File: config.mk
export PLATFORM = sky130hd
export DESIGN_NAME = sdf_sqrt
export DESIGN_NICKNAME = d
export VERILOG_FILES = /design/src/sv/sdf_pkg.sv /design/src/sv/sdf_sqrt.sv
export SDC_FILE = /design/constraint.sdc
export NUM_CORES = 1
export LEC_CHECK = 0
export BUFFER_PORTS_ARGS = -buffer_cell sky130_fd_sc_hd__buf_2
export CAP_MARGIN = 20
export CORE_AREA = 10 10 124 126
export DETAILED_ROUTE_END_ITERATION = 7
export DIE_AREA = 0 0 134 136
export GPL_TIMING_DRIVEN = 0
export PLACE_DENSITY_LB_ADDON = 0.25
export SLEW_MARGIN = 20
export SYNTH_ARGS = -nofsm -noshare
export SYNTH_HDL_FRONTEND = slang
export SYNTH_SLANG_ARGS = --single-unit
File: constraint.sdc
create_clock -name clock -period 8.8 [get_ports clock]
set_input_delay 1.76 -clock clock [delete_from_list [all_inputs] [get_ports clock]]
set_output_delay 1.76 -clock clock [all_outputs]
set_load 0.01 [all_outputs]
File: src/sv/sdf_pkg.sv
// Shared types, constants and fixed-point helpers of the smooth damp follower.
package sdf_pkg;

   localparam int FRAC_BITS = 16;
   localparam int WORD_BITS = 32;
   localparam int PROD_W    = 2 * (WORD_BITS + 1);
   localparam int MAG_W     = 2 * WORD_BITS;

   typedef logic signed [WORD_BITS-1:0] word_type;
   typedef logic        [MAG_W-1:0]     mag_type;

   localparam word_type ONE      = word_type'(64'd1 << FRAC_BITS);
   localparam word_type TWO      = word_type'(64'd2 << FRAC_BITS);
   localparam word_type K048     = word_type'(((64'd48 << FRAC_BITS) + 64'd50) / 64'd100);
   localparam word_type K0235    = word_type'(((64'd235 << FRAC_BITS) + 64'd500) / 64'd1000);
   localparam word_type FLOOR_ST = word_type'(((64'd1 << FRAC_BITS) + 64'd9999) / 64'd10000);
   localparam word_type WORD_MAX = {1'b0, {(WORD_BITS-1){1'b1}}};
   localparam word_type WORD_MIN = {1'b1, {(WORD_BITS-1){1'b0}}};

   localparam logic [1:0] CSR_SMOOTH_TIME = 2'd0;
   localparam logic [1:0] CSR_MAX_SPEED   = 2'd1;
   localparam logic [1:0] CSR_DELTA_TIME  = 2'd2;

   // magnitude plus sign back to a saturated word
   function automatic word_type from_mag(mag_type m, logic neg);
      mag_type lim;
      mag_type r;
      lim = neg ? (mag_type'(1) << (WORD_BITS-1)) : ((mag_type'(1) << (WORD_BITS-1)) - 1'b1);
      r   = (m > lim) ? lim : m;
      r   = neg ? -r : r;
      return r[WORD_BITS-1:0];
   endfunction

   function automatic word_type mulq_post(logic [PROD_W-1:0] p, logic neg);
      logic [PROD_W-1:0] s;
      s = p >> FRAC_BITS;
      return from_mag(s[MAG_W-1:0], neg);
   endfunction

   function automatic word_type sat_add(word_type a, word_type b);
      logic [WORD_BITS:0] s;
      s = {a[WORD_BITS-1], a} + {b[WORD_BITS-1], b};
      if (s[WORD_BITS] != s[WORD_BITS-1]) return s[WORD_BITS] ? WORD_MIN : WORD_MAX;
      return s[WORD_BITS-1:0];
   endfunction

   function automatic word_type sat_sub(word_type a, word_type b);
      logic [WORD_BITS:0] s;
      s = {a[WORD_BITS-1], a} - {b[WORD_BITS-1], b};
      if (s[WORD_BITS] != s[WORD_BITS-1]) return s[WORD_BITS] ? WORD_MIN : WORD_MAX;
      return s[WORD_BITS-1:0];
   endfunction

endpackage

File: src/sv/sdf_sqrt.sv
// Bit-serial integer square root of a double-width sum of squares.
module sdf_sqrt import sdf_pkg::*; (
   input  logic                 clock,
   input  logic                 reset,
   input  logic                 start,
   input  mag_type              rad,
   output logic                 done,
   output logic [WORD_BITS-1:0] root
);
   localparam int CNT_W = $clog2(WORD_BITS + 1);

   mag_type              rad_ff, rad_in;
   logic [WORD_BITS+1:0] rem_ff, rem_in;
   logic [WORD_BITS-1:0] root_ff, root_in;
   logic [CNT_W-1:0]     cnt_ff, cnt_in;
   logic                 done_ff, done_in;
   logic [WORD_BITS+3:0] trial, cand, diff;
   logic                 ge;

   always_comb begin
      trial   = {rem_ff, rad_ff[MAG_W-1:MAG_W-2]};
      cand    = {2'b00, root_ff, 2'b01};
      ge      = trial >= cand;
      diff    = trial - cand;
      rad_in  = rad_ff;
      rem_in  = rem_ff;
      root_in = root_ff;
      cnt_in  = cnt_ff;
      done_in = 1'b0;
      if (start) begin
         rad_in  = rad;
         rem_in  = '0;
         root_in = '0;
         cnt_in  = CNT_W'(WORD_BITS);
      end else if (cnt_ff != '0) begin
         rad_in  = {rad_ff[MAG_W-3:0], 2'b00};
         rem_in  = ge ? diff[WORD_BITS+1:0] : trial[WORD_BITS+1:0];
         root_in = {root_ff[WORD_BITS-2:0], ge};
         cnt_in  = cnt_ff - 1'b1;
         done_in = (cnt_ff == CNT_W'(1));
      end
   end

   always_ff @(posedge clock) begin
      if (reset) begin
         cnt_ff  <= '0;
         done_ff <= 1'b0;
      end else begin
         cnt_ff  <= cnt_in;
         done_ff <= done_in;
      end
   end

   always_ff @(posedge clock) begin
      rad_ff  <= rad_in;
      rem_ff  <= rem_in;
      root_ff <= root_in;
   end

   assign done = done_ff;
   assign root = root_ff;

endmodule

==> reports/metrics.yaml <==
status:
  outcome: "finished clean"
worst_setup_path:
  path_delay_family: "buffers and inverters"
  cp-start-kind: "primary input"
  path_max_fanout: 10
  cpMaxStageDelayCell: "clkbuf_1"
  cp.arrival_ns: 3.56
  cp-end-kind: "register"
  crit_path_frequent_cell: "clkbuf_1"
  cp_data_required_time_ns: 9.08
  path_class: "primary input to register"
  path_buf_inv: 4
  crit_path_cell_trace: "clkbuf_1, clkbuf_1, clkbuf_1, clkbuf_1, a21oi_1"
  critical-path-max-stage-delay_ns: 0.53
floorplanning:
  rows: 42
  die_x_um: 134
  core_area_mm2: 0.01298
  die_area_mm2: 0.01822
  die_h_um: 136
  start_util: 0.5895
  io-pin-count: 100
worst_hold_path:
  min_path_type: "register to register"
routing:
  drtIter0Drc: 571
  via_per_inst: 5.771
  drcViolationCount: 0
  ant_nets: 0
  routedWlPerCell_um: 17.93
  first_pass_iters: 5
  totalWireLength_um: 19810
  routed-via-count: 6377
synthesis:
  synth.most_common_cell: "nand2_1"
  ys_top_cells_by_area: "edfxtp_1, dfxtp_1, mux2_2, nand2_1, ha_1"
  ys_ff_latch: 137
  synthDominantCellAreaShare: 0.2512
  syn_nets: 900
  synth_area_per_cell_um2: 9.600
  ys_types: 56
  synth_cells: 797
  synth_flop_cell: "dfxtp_1"
  ys.warnings.count: 0
  synth_top_area_cell: "edfxtp_1"
  synth_area_mm2: 0.007651
  synth_edf_count: 64
  async_flop_share: 0
  synth.top_cells.by_count: "nand2_1, a21oi_1, dfxtp_1"
  synth_sequential_area_ratio: 0.4422
global_route:
  antenna_found_initial: 0
  grt_max_degree: 41
  grt.overflow.total: 0
  track_usage: 0.2191
  grt_first_pass_wirelength_um: 32040
  grt_pass1_vias: 6458
clock_tree:
  clk_path_buf_depth: 2
  cts_tree: "done"
  cts.sinks: 137
  root_buffer: "clkbuf_16"
  cts_resized: 0
  cts_hold_buf: 0
  clk_latency_ns: 0.43
  clk_pin_slew_ns: 0.06
  cts_max_level: 4
  cts_made_buffers: 17
  postCtsSetupBuffers: 0
power:
  power.density_mw_per_mm2: 384.8
  sw_frac_of_total: 0.4197
  power_leakage_nw: 3.632
  power_frac_seq: 0.275
  netSwitchingPower_w: 0.001448
  p_int_w: 0.002003
  finalPower_w: 0.003451
  clkPwrFrac: 0.204
  ir_drop_uv: 178.5
  power_frac_comb: 0.521
timing:
  fin_skew_ns: 0.007671
  fin_tns_setup_ns: 0
  drv_slew: 0
  hold_violations: 0
  worst_pin_slew_ns: 0.8894
  final-setup-viol-count: 0
  fin_hold_ws_ns: 0.4788
  period_minus_slack_ns: 3.278
  timing.fmax_ghz: 0.3051
  slew_headroom: 0.4070
  rsz0062_at_grt: "no"
  fin_crit_sh: 0.3725
placed_design:
  port_buffers: 98
  place_area_mm2: 0.008389
  post-dp-hpwl_um: 14070
  gp_congestion: 0.9240
final_layout:
  area_growth_pct: 17.20
  final_area_mm2: 0.008967
  layout-drive-gt1-share: 0.2381
  nets: 1018
flow_run:
  cap_violations: 0
[area by class of cell]
| class | instances | area, um2 |
|---|---|---|
| antenna | 1 | 2.502 |
| multi-input combinational | 577 | 3908 |
| sequential | 137 | 3383 |
| tap | 176 | 220.2 |
| inverter | 41 | 153.9 |
| clock inverter | 11 | 125.1 |
| fill | 1049 | 4013 |
| timing repair buffer | 99 | 510.5 |
| buffer | 42 | 214.0 |
| clock buffer | 21 | 450.4 |
[worst paths after layout]
| path | startpoint | to | slack [ns] | cells after the start |
|---|---|---|---|---|
| worst min-delay path | root[11] | root[11] | 0.48 | 2 |
| worst min register to register | root[11] | root[11] | 0.48 | 2 |
| worst max-delay path | start | rem_ff[0] | 5.52 | 5 |
| worst max register to register | cnt_ff[1] | rad_ff[16] | 5.56 | 8 |
[routing by layer]
metal	share of wire	global-route usage	routed length (um)	vias up
li1	-	-	-	3099
met4	0.025	0.09553	489	0
met5	0	0	0	-
met1	0.41	0.2582	8202	3034
met3	0.089	0.07638	1766	37
met2	0.47	0.3560	9356	207
[per-stage QoR]
stage | std cells | worst slack, ns | utilization
2_1_floorplan | 797 | 4.968 | -
3_3_place_gp | 1071 | 4.017 | 0.6442
3_5_place_dp | 1072 | 5.159 | 0.6463
4_1_cts | 1104 | 5.522 | 0.6907
5_1_grt | 1104 | 5.304 | 0.6907
6_report | 1105 | 5.522 | 0.6909
[sequential cells by signal (all words and copies together), names as in the netlist]
register,flops
root,32
rad_ff,64
rem_ff,34
done,1
cnt_ff,6
[placed cells by master, fill, tap and decap left out, types with 6 or more instances in the layout]
| cell type | netlist | routed |
|---|---|---|
| nand2_1 | 123 | 122 |
| buf_2 | 3 | 101 |
| a21oi_1 | 81 | 81 |
| dfxtp_1 | 73 | 73 |
| edfxtp_1 | 64 | 64 |
| mux2_2 | 63 | 63 |
| nor2_1 | 54 | 54 |
| inv_1 | 41 | 41 |
| ha_1 | 36 | 36 |
| clkbuf_1 | 29 | 32 |
| o21ai_0 | 21 | 21 |
| clkbuf_16 | 0 | 17 |
| a211oi_1 | 15 | 15 |
| a21o_1 | 14 | 14 |
| xnor2_1 | 14 | 14 |
| nor3_1 | 13 | 13 |
| xor2_1 | 13 | 13 |
| nand3_1 | 12 | 12 |
| a311oi_2 | 10 | 10 |
| and3_1 | 9 | 9 |
| nand4_1 | 9 | 9 |
| or3_1 | 8 | 8 |
| o211ai_1 | 6 | 6 |
| o21a_1 | 6 | 6 |
| a311oi_1 | 6 | 6 |
| and2_1 | 6 | 6 |
| nor4_1 | 6 | 6 |
| mux2i_1 | 6 | 6 |
[worst reg2reg max path: cells and delay by family (launching register included)]
family	cells	cell delay (ns)
buf+inv	4	1.49
simple gates	3	0.91
flops	1	0.32
fa+ha+maj	1	0.23
[cells by family after synthesis]
group / count (synthesis) / share of synthesized area
AOI/OAI and AO/OA: 190 / 0.1683
buffers and inverters: 83 / 0.04808
adders and majority gates: 36 / 0.05887
muxes: 69 / 0.1006
xor gates and xnor gates: 27 / 0.03091
and+or+nand+nor: 255 / 0.1511
DFF: 137 / 0.4422
[power groups by stage]
stage / Clock, W / Combinational (W) / Sequential (W)
2_1_floorplan: 0 / 0.00136 / 0.000933
3_3_place_gp: 0 / 0.00173 / 0.000962
3_5_place_dp: 0 / 0.00176 / 0.000956
4_1_cts: 0.000711 / 0.00178 / 0.000949
5_1_grt: 0.000734 / 0.00198 / 0.000969
6_report: 0.000705 / 0.00180 / 0.000950
No activity file was read; power rests on OpenSTA's default activity.
