File: src/sv/sdf_pkg.sv
// Shared types, constants and fixed-point helpers of the smooth damp follower.
package sdf_pkg;

   localparam int FRAC_BITS = 16;
   localparam int WORD_BITS = 32;
   localparam int PROD_W    = 2 * (WORD_BITS + 1);
   localparam int MAG_W     = 2 * WORD_BITS;

   typedef logic signed [WORD_BITS-1:0] word_type;
   typedef logic        [MAG_W-1:0]     mag_type;

   localparam word_type ONE      = word_type'(64'd1 << FRAC_BITS);
   localparam word_type TWO      = word_type'(64'd2 << FRAC_BITS);
   localparam word_type K048     = word_type'(((64'd48 << FRAC_BITS) + 64'd50) / 64'd100);
   localparam word_type K0235    = word_type'(((64'd235 << FRAC_BITS) + 64'd500) / 64'd1000);
   localparam word_type FLOOR_ST = word_type'(((64'd1 << FRAC_BITS) + 64'd9999) / 64'd10000);
   localparam word_type WORD_MAX = {1'b0, {(WORD_BITS-1){1'b1}}};
   localparam word_type WORD_MIN = {1'b1, {(WORD_BITS-1){1'b0}}};

   localparam logic [1:0] CSR_SMOOTH_TIME = 2'd0;
   localparam logic [1:0] CSR_MAX_SPEED   = 2'd1;
   localparam logic [1:0] CSR_DELTA_TIME  = 2'd2;

   // magnitude plus sign back to a saturated word
   function automatic word_type from_mag(mag_type m, logic neg);
      mag_type lim;
      mag_type r;
      lim = neg ? (mag_type'(1) << (WORD_BITS-1)) : ((mag_type'(1) << (WORD_BITS-1)) - 1'b1);
      r   = (m > lim) ? lim : m;
      r   = neg ? -r : r;
      return r[WORD_BITS-1:0];
   endfunction

   function automatic word_type mulq_post(logic [PROD_W-1:0] p, logic neg);
      logic [PROD_W-1:0] s;
      s = p >> FRAC_BITS;
      return from_mag(s[MAG_W-1:0], neg);
   endfunction

   function automatic word_type sat_add(word_type a, word_type b);
      logic [WORD_BITS:0] s;
      s = {a[WORD_BITS-1], a} + {b[WORD_BITS-1], b};
      if (s[WORD_BITS] != s[WORD_BITS-1]) return s[WORD_BITS] ? WORD_MIN : WORD_MAX;
      return s[WORD_BITS-1:0];
   endfunction

   function automatic word_type sat_sub(word_type a, word_type b);
      logic [WORD_BITS:0] s;
      s = {a[WORD_BITS-1], a} - {b[WORD_BITS-1], b};
      if (s[WORD_BITS] != s[WORD_BITS-1]) return s[WORD_BITS] ? WORD_MIN : WORD_MAX;
      return s[WORD_BITS-1:0];
   endfunction

endpackage

File: src/sv/sdf_div.sv
// Restoring fixed-point divider, one quotient bit per cycle.
module sdf_div import sdf_pkg::*; (
   input  logic                 clock,
   input  logic                 reset,
   input  logic                 start,
   input  word_type             dvd,
   input  logic [WORD_BITS:0]   dvs,
   output logic                 done,
   output word_type             quo
);
   localparam int NUM_W = WORD_BITS + FRAC_BITS;
   localparam int CNT_W = $clog2(NUM_W + 1);

   logic [NUM_W-1:0]     num_ff, num_in, q_ff, q_in;
   logic [WORD_BITS:0]   rem_ff, rem_in, dvs_ff, dvs_in;
   logic                 neg_ff, neg_in, zero_ff, zero_in, done_ff, done_in;
   logic [CNT_W-1:0]     cnt_ff, cnt_in;
   logic [WORD_BITS-1:0] ua;
   logic [WORD_BITS+1:0] trial, diff;
   logic                 ge;

   always_comb begin
      ua      = dvd[WORD_BITS-1] ? WORD_BITS'(-dvd) : WORD_BITS'(dvd);
      trial   = {rem_ff, num_ff[NUM_W-1]};
      ge      = trial >= {1'b0, dvs_ff};
      diff    = trial - {1'b0, dvs_ff};
      num_in  = num_ff;
      q_in    = q_ff;
      rem_in  = rem_ff;
      dvs_in  = dvs_ff;
      neg_in  = neg_ff;
      zero_in = zero_ff;
      cnt_in  = cnt_ff;
      done_in = 1'b0;
      if (start) begin
         num_in  = {ua, {FRAC_BITS{1'b0}}};
         q_in    = '0;
         rem_in  = '0;
         dvs_in  = dvs;
         neg_in  = dvd[WORD_BITS-1];
         zero_in = (ua == '0);
         cnt_in  = CNT_W'(NUM_W);
      end else if (cnt_ff != '0) begin
         num_in  = {num_ff[NUM_W-2:0], 1'b0};
         rem_in  = ge ? diff[WORD_BITS:0] : trial[WORD_BITS:0];
         q_in    = {q_ff[NUM_W-2:0], ge};
         cnt_in  = cnt_ff - 1'b1;
         done_in = (cnt_ff == CNT_W'(1));
      end
   end

   always_ff @(posedge clock) begin
      if (reset) begin
         cnt_ff  <= '0;
         done_ff <= 1'b0;
      end else begin
         cnt_ff  <= cnt_in;
         done_ff <= done_in;
      end
   end

   always_ff @(posedge clock) begin
      num_ff  <= num_in;
      q_ff    <= q_in;
      rem_ff  <= rem_in;
      dvs_ff  <= dvs_in;
      neg_ff  <= neg_in;
      zero_ff <= zero_in;
   end

   assign done = done_ff;
   assign quo  = zero_ff ? '0 : from_mag(MAG_W'(q_ff), neg_ff);

endmodule

File: config.mk
export PLATFORM = sky130hd
export DESIGN_NAME = sdf_div
export DESIGN_NICKNAME = d
export VERILOG_FILES = /design/src/sv/sdf_pkg.sv /design/src/sv/sdf_div.sv
export SDC_FILE = /design/constraint.sdc
export NUM_CORES = 1
export LEC_CHECK = 0
export BUFFER_PORTS_ARGS = -buffer_cell sky130_fd_sc_hd__buf_2
export CAP_MARGIN = 20
export CELL_PAD_IN_SITES_DETAIL_PLACEMENT = 1
export CELL_PAD_IN_SITES_GLOBAL_PLACEMENT = 1
export CORE_MARGIN = 4
export CORE_UTILIZATION = 49
export DETAILED_ROUTE_END_ITERATION = 8
export PLACE_DENSITY_LB_ADDON = 0.1
export SLEW_MARGIN = 10
export SYNTH_ARGS = -nofsm -noshare
export SYNTH_HDL_FRONTEND = slang
export SYNTH_SLANG_ARGS = --single-unit
File: constraint.sdc
create_clock -name clock -period 14.9 [get_ports clock]
set_clock_uncertainty 0.2 [all_clocks]
set_input_delay 0.745 -clock clock [delete_from_list [all_inputs] [get_ports clock]]
set_output_delay 0.745 -clock clock [all_outputs]
set_load 0.005 [all_outputs]
==> Flow_metrics.wiki <==
{| class="wikitable"
! Metric !! Value
|-
| Run status || finished, final reports clean
|-
| GR peak layer || met2
|-
| Clock buffers created by TritonCTS || 17
|-
| Worst-case vdd ir drop || 0.07369 mV
|-
| Unrepaired setup endpoints after global routing || no
|-
| Cell area after synthesis || 10650 sq um
|-
| Width of the chip || 155.4 um
|-
| Static Leakage || 0.004965 uW
|-
| Count of warnings emitted by yosys || 0
|-
| Hold-fix buffer count after cts || 0
|-
| Cell accounting for the most synthesized area || sky130_fd_sc_hd__edfxtp_1
|-
| Multi-input logic area || 6359 sq um
|-
| Power per cell area || 143.8 nW/um^2
|-
| Die Y || 155.4 um
|-
| Half-perimeter wire length after detailed placement || 21.49 mm
|-
| Launching element type of the critical path || flip-flop
|-
| Via-per-instance ratio || 6.059
|-
| Largest net degree at the start of global routing || 130
|-
| Total negative slack for setup checks || 0 ps
|-
| Final max-slew violation count || 0
|-
| Number of standard cells after synthesis || 1307
|-
| Required @ worst endpoint || 13950 ps
|-
| Vias in the first global route || 10320
|-
| CTS tree || built
|-
| Number of nets in the synthesized netlist || 1445
|-
| Grt ovf || 0
|-
| Master of the slowest instance on the critical path || sky130_fd_sc_hd__nand3_1
|-
| Met1 Track Usage GR || 0.3347
|-
| Met2 Resource Use GR || 0.4289
|-
| Number of fillers in the final layout || 2630
|-
| Tightest Hold Check Type || flip-flop to flip-flop
|-
| Maximum clock frequency || 134.6 MHz
|-
| I/O Pins || 101
|-
| Row count || 53
|-
| Inserted Diodes || 0
|-
| Clock sink total || 155
|-
| Post-route minimum period || 7429 ps
|-
| Final weighted congestion in routability-driven placement || 0.8691
|-
| Sequential cell area fraction in the yosys report || 0.3542
|-
| Final Hold Slack || 270.7 ps
|-
| Endpoint type of the worst setup path || output port
|-
| PortBufs || 100
|-
| Utilization after layout || 0.5580
|-
| GRT Resource Usage Total || 0.2532
|-
| Iteration-0 DRC count of the detailed router || 453
|-
| Initial cell density of the core || 0.5020
|-
| Unique masters post-synth || 83
|-
| Crit-path max cell delay || 520 ps
|-
| Setup violators final || 0
|-
| Adder-cell share of the synthesized area || 0.08292
|-
| Final #Nets || 1501
|-
| Proportion of synthesized flip-flops having asynchronous set or reset || 0
|-
| Final std cell area, no fill || 11840 sq um
|-
| Main synth FF type || sky130_fd_sc_hd__dfxtp_1
|-
| H-Tree Depth || 4
|-
| Largest family of logic cells by synthesized area || simple AND/OR/NAND/NOR gates
|-
| First-pass GRT wire length || 50.96 mm
|-
| Clock input transition at the sequential cells of the worst setup and hold paths || 60 ps
|-
| Post-route clock period utilization || 0.4986
|-
| Total iterations of the first detailed-routing run || 5
|-
| Area share of and/or/nand/nor cells after synthesis || 0.2388
|-
| Yosys top cell area share || 0.1889
|-
| List of cells traversed by the critical path || buf_4, inv_1, ha_1, nor2b_1, o21a_1, o21ai_0, nand2b_1, a221o_1, a221o_1, nand3_1, a21boi_1, ha_1, nor3b_2, nand3_2, nor3_4, nand2b_2, nor2_2, or4b_4, o211ai_2, o21ai_1, a221oi_2, buf_2
|-
| Full die area || 24160 sq um
|-
| Source-to-sink clock delay at the later pin of the worst-skew pair || 430 ps
|-
| Buffers from clock root to sink, at most || 2
|-
| Fraction of the mapped netlist area in compound gates || 0.2198
|-
| Area taken by flip-flops and latches || 3774 sq um
|-
| Root buf cell || sky130_fd_sc_hd__clkbuf_16
|-
| Synth-to-Final Area Change || 11.15%
|-
| Ranking of synthesized cells by area || sky130_fd_sc_hd__edfxtp_1, sky130_fd_sc_hd__dfxtp_1, sky130_fd_sc_hd__ha_1
|-
| Placed Area || 11290 sq um
|-
| DRC violations left || 0
|-
| Arrival time of data at the critical path endpoint || 6480 ps
|-
| Detailed-route wire length per cell || 18.45 um
|-
| Via total after detailed routing || 10000
|-
| Count of maximum capacitance violations || 0
|-
| Mux share of post-synthesis cell area || 0.008574
|-
| Endpoints failing hold || 0
|-
| Core region area || 21220 sq um
|-
| Maximum fanout encountered on the critical timing path || 59
|-
| Area share of xor/xnor cells in the synthesized design || 0.04604
|-
| Total wire length after detailed routing || 30.46 mm
|-
| Worst-case headroom to the max-slew limit || 0.3861
|-
| Seq cells post-synth || 155
|-
| Post-synth EDFFs || 67
|-
| WS Path Type || flip-flop to output port
|-
| Post CTS Setup Buffer Count || 0
|-
| Proportion of layout cells with a drive suffix above 1 || 0.1272
|-
| Least-Margin Pin Slew || 920.8 ps
|-
| Antenna-violating nets left || 0
|-
| Initial antenna violation count || 0
|-
| CTS-repair resized insts || 0
|-
| Global Route met3 Usage || 0.04367
|-
| Average cell area after synthesis || 8.151 sq um
|}
## synth_stat cells, types with 9 or more instances
cell                       number
sky130_fd_sc_hd__o21ai_1       13
sky130_fd_sc_hd__ha_1          69
sky130_fd_sc_hd__nor2_1       115
sky130_fd_sc_hd__inv_1         62
sky130_fd_sc_hd__a31oi_1       20
sky130_fd_sc_hd__a21o_1        23
sky130_fd_sc_hd__edfxtp_1      67
sky130_fd_sc_hd__dfxtp_1       88
sky130_fd_sc_hd__xnor2_1       20
sky130_fd_sc_hd__nor4_1        18
sky130_fd_sc_hd__o31ai_1       13
sky130_fd_sc_hd__and2_1         9
sky130_fd_sc_hd__or3_1         14
sky130_fd_sc_hd__a311oi_1      16
sky130_fd_sc_hd__nand3_1       28
sky130_fd_sc_hd__a21oi_1      140
sky130_fd_sc_hd__nand4_1       20
sky130_fd_sc_hd__nor3_1        31
sky130_fd_sc_hd__o21ai_0       51
sky130_fd_sc_hd__nand2_1      199
sky130_fd_sc_hd__clkbuf_1      63
sky130_fd_sc_hd__and3_1        14
sky130_fd_sc_hd__nor2b_1        9
sky130_fd_sc_hd__a211oi_1      20
sky130_fd_sc_hd__xor2_1        36
## per-stage QoR
stage | instances | total power [uW] | setup slack [ps]
5_1_grt | 1651 | 1825 | 6985
6_report | 1651 | 1702 | 7471
3_3_place_gp | 1619 | 1255 | 8260
3_5_place_dp | 1619 | 1282 | 7972
2_1_floorplan | 1307 | 1096 | 8641
4_1_cts | 1651 | 1707 | 7491
## worst paths after layout
kind | start | to | depth (start not counted) | slack, ps
worst max-delay path | neg_ff$_DFFE_PP_ | quo[28] | 22 | 7470
worst min-delay path | q_ff[45]$_SDFFE_PP0N_ | q_ff[45]$_SDFFE_PP0N_ | 2 | 270
worst max register to register | num_ff[47]$_DFFE_PP_ | rem_ff[13]$_SDFFE_PP0N_ | 13 | 10910
worst min register to register | q_ff[45]$_SDFFE_PP0N_ | q_ff[45]$_SDFFE_PP0N_ | 2 | 270
## state kept, by name, indices dropped and copies added, names as in the netlist
signal	count
done	1
rem_ff	33
q_ff	48
zero_ff	1
dvs_ff	33
neg_ff	1
cnt_ff	6
num_ff	32
## layout make-up
type	count	area share
Timing Repair Buffer	110	0.04914
Inverter	62	0.01966
Tap cell	275	0.02906
Sequential cell	155	0.3187
Multi-Input combinational cell	1017	0.5370
Clock inverter	10	0.008031
Clock buffer	22	0.03836
## cell families after synthesis
family,after synthesis
and+or+nand+nor,516
AOI/OAI and AO/OA,366
DFF,155
buffers and inverters,135
adders and majority gates,70
xor gates and xnor gates,56
muxes,9
## layer usage
metal	up-vias	wire (um)
li1	4871	-
met1	4893	14150
met2	189	14550
met3	51	1161
met4	0	593
met5	-	0
## critical path: cells and delay by family, from the launching register on
| kind | cells | cell delay, ps |
|---|---|---|
| DFF | 1 | 370 |
| adders and majority gates | 2 | 520 |
| AOI/OAI and AO/OA | 8 | 1840 |
| and+or+nand+nor | 9 | 2310 |
| buffers and inverters | 3 | 960 |
## power breakdown
part / switching (uW) / total, uW / leakage, uW / internal (uW)
registers: 45.1 / 558 / 0.00138 / 513
clock network: 178 / 413 / 0.000260 / 235
logic: 449 / 731 / 0.00332 / 282
total: 673 / 1700 / 0.00497 / 1030
## cell usage in the layout, fill, tap and decap left out, types with 13 or more instances in the layout
cell type                   Yosys  final
sky130_fd_sc_hd__or3_1         14     14
sky130_fd_sc_hd__nor3_1        31     31
sky130_fd_sc_hd__o21ai_1       13     13
sky130_fd_sc_hd__nand3_1       28     28
sky130_fd_sc_hd__inv_1         62     62
sky130_fd_sc_hd__a31oi_1       20     20
sky130_fd_sc_hd__nand4_1       20     20
sky130_fd_sc_hd__buf_2          6     99
sky130_fd_sc_hd__o21ai_0       51     51
sky130_fd_sc_hd__nand2_1      199    198
sky130_fd_sc_hd__xor2_1        36     36
sky130_fd_sc_hd__and3_1        14     14
sky130_fd_sc_hd__nor4_1        18     18
sky130_fd_sc_hd__a311oi_1      16     16
sky130_fd_sc_hd__a21o_1        23     23
sky130_fd_sc_hd__ha_1          69     69
sky130_fd_sc_hd__dfxtp_1       88     88
sky130_fd_sc_hd__o31ai_1       13     13
sky130_fd_sc_hd__clkbuf_16      0     17
sky130_fd_sc_hd__edfxtp_1      67     67
sky130_fd_sc_hd__xnor2_1       20     20
sky130_fd_sc_hd__a21oi_1      140    140
sky130_fd_sc_hd__a211oi_1      20     20
sky130_fd_sc_hd__nor2_1       115    115
No activity file was read; power rests on OpenSTA's default activity.
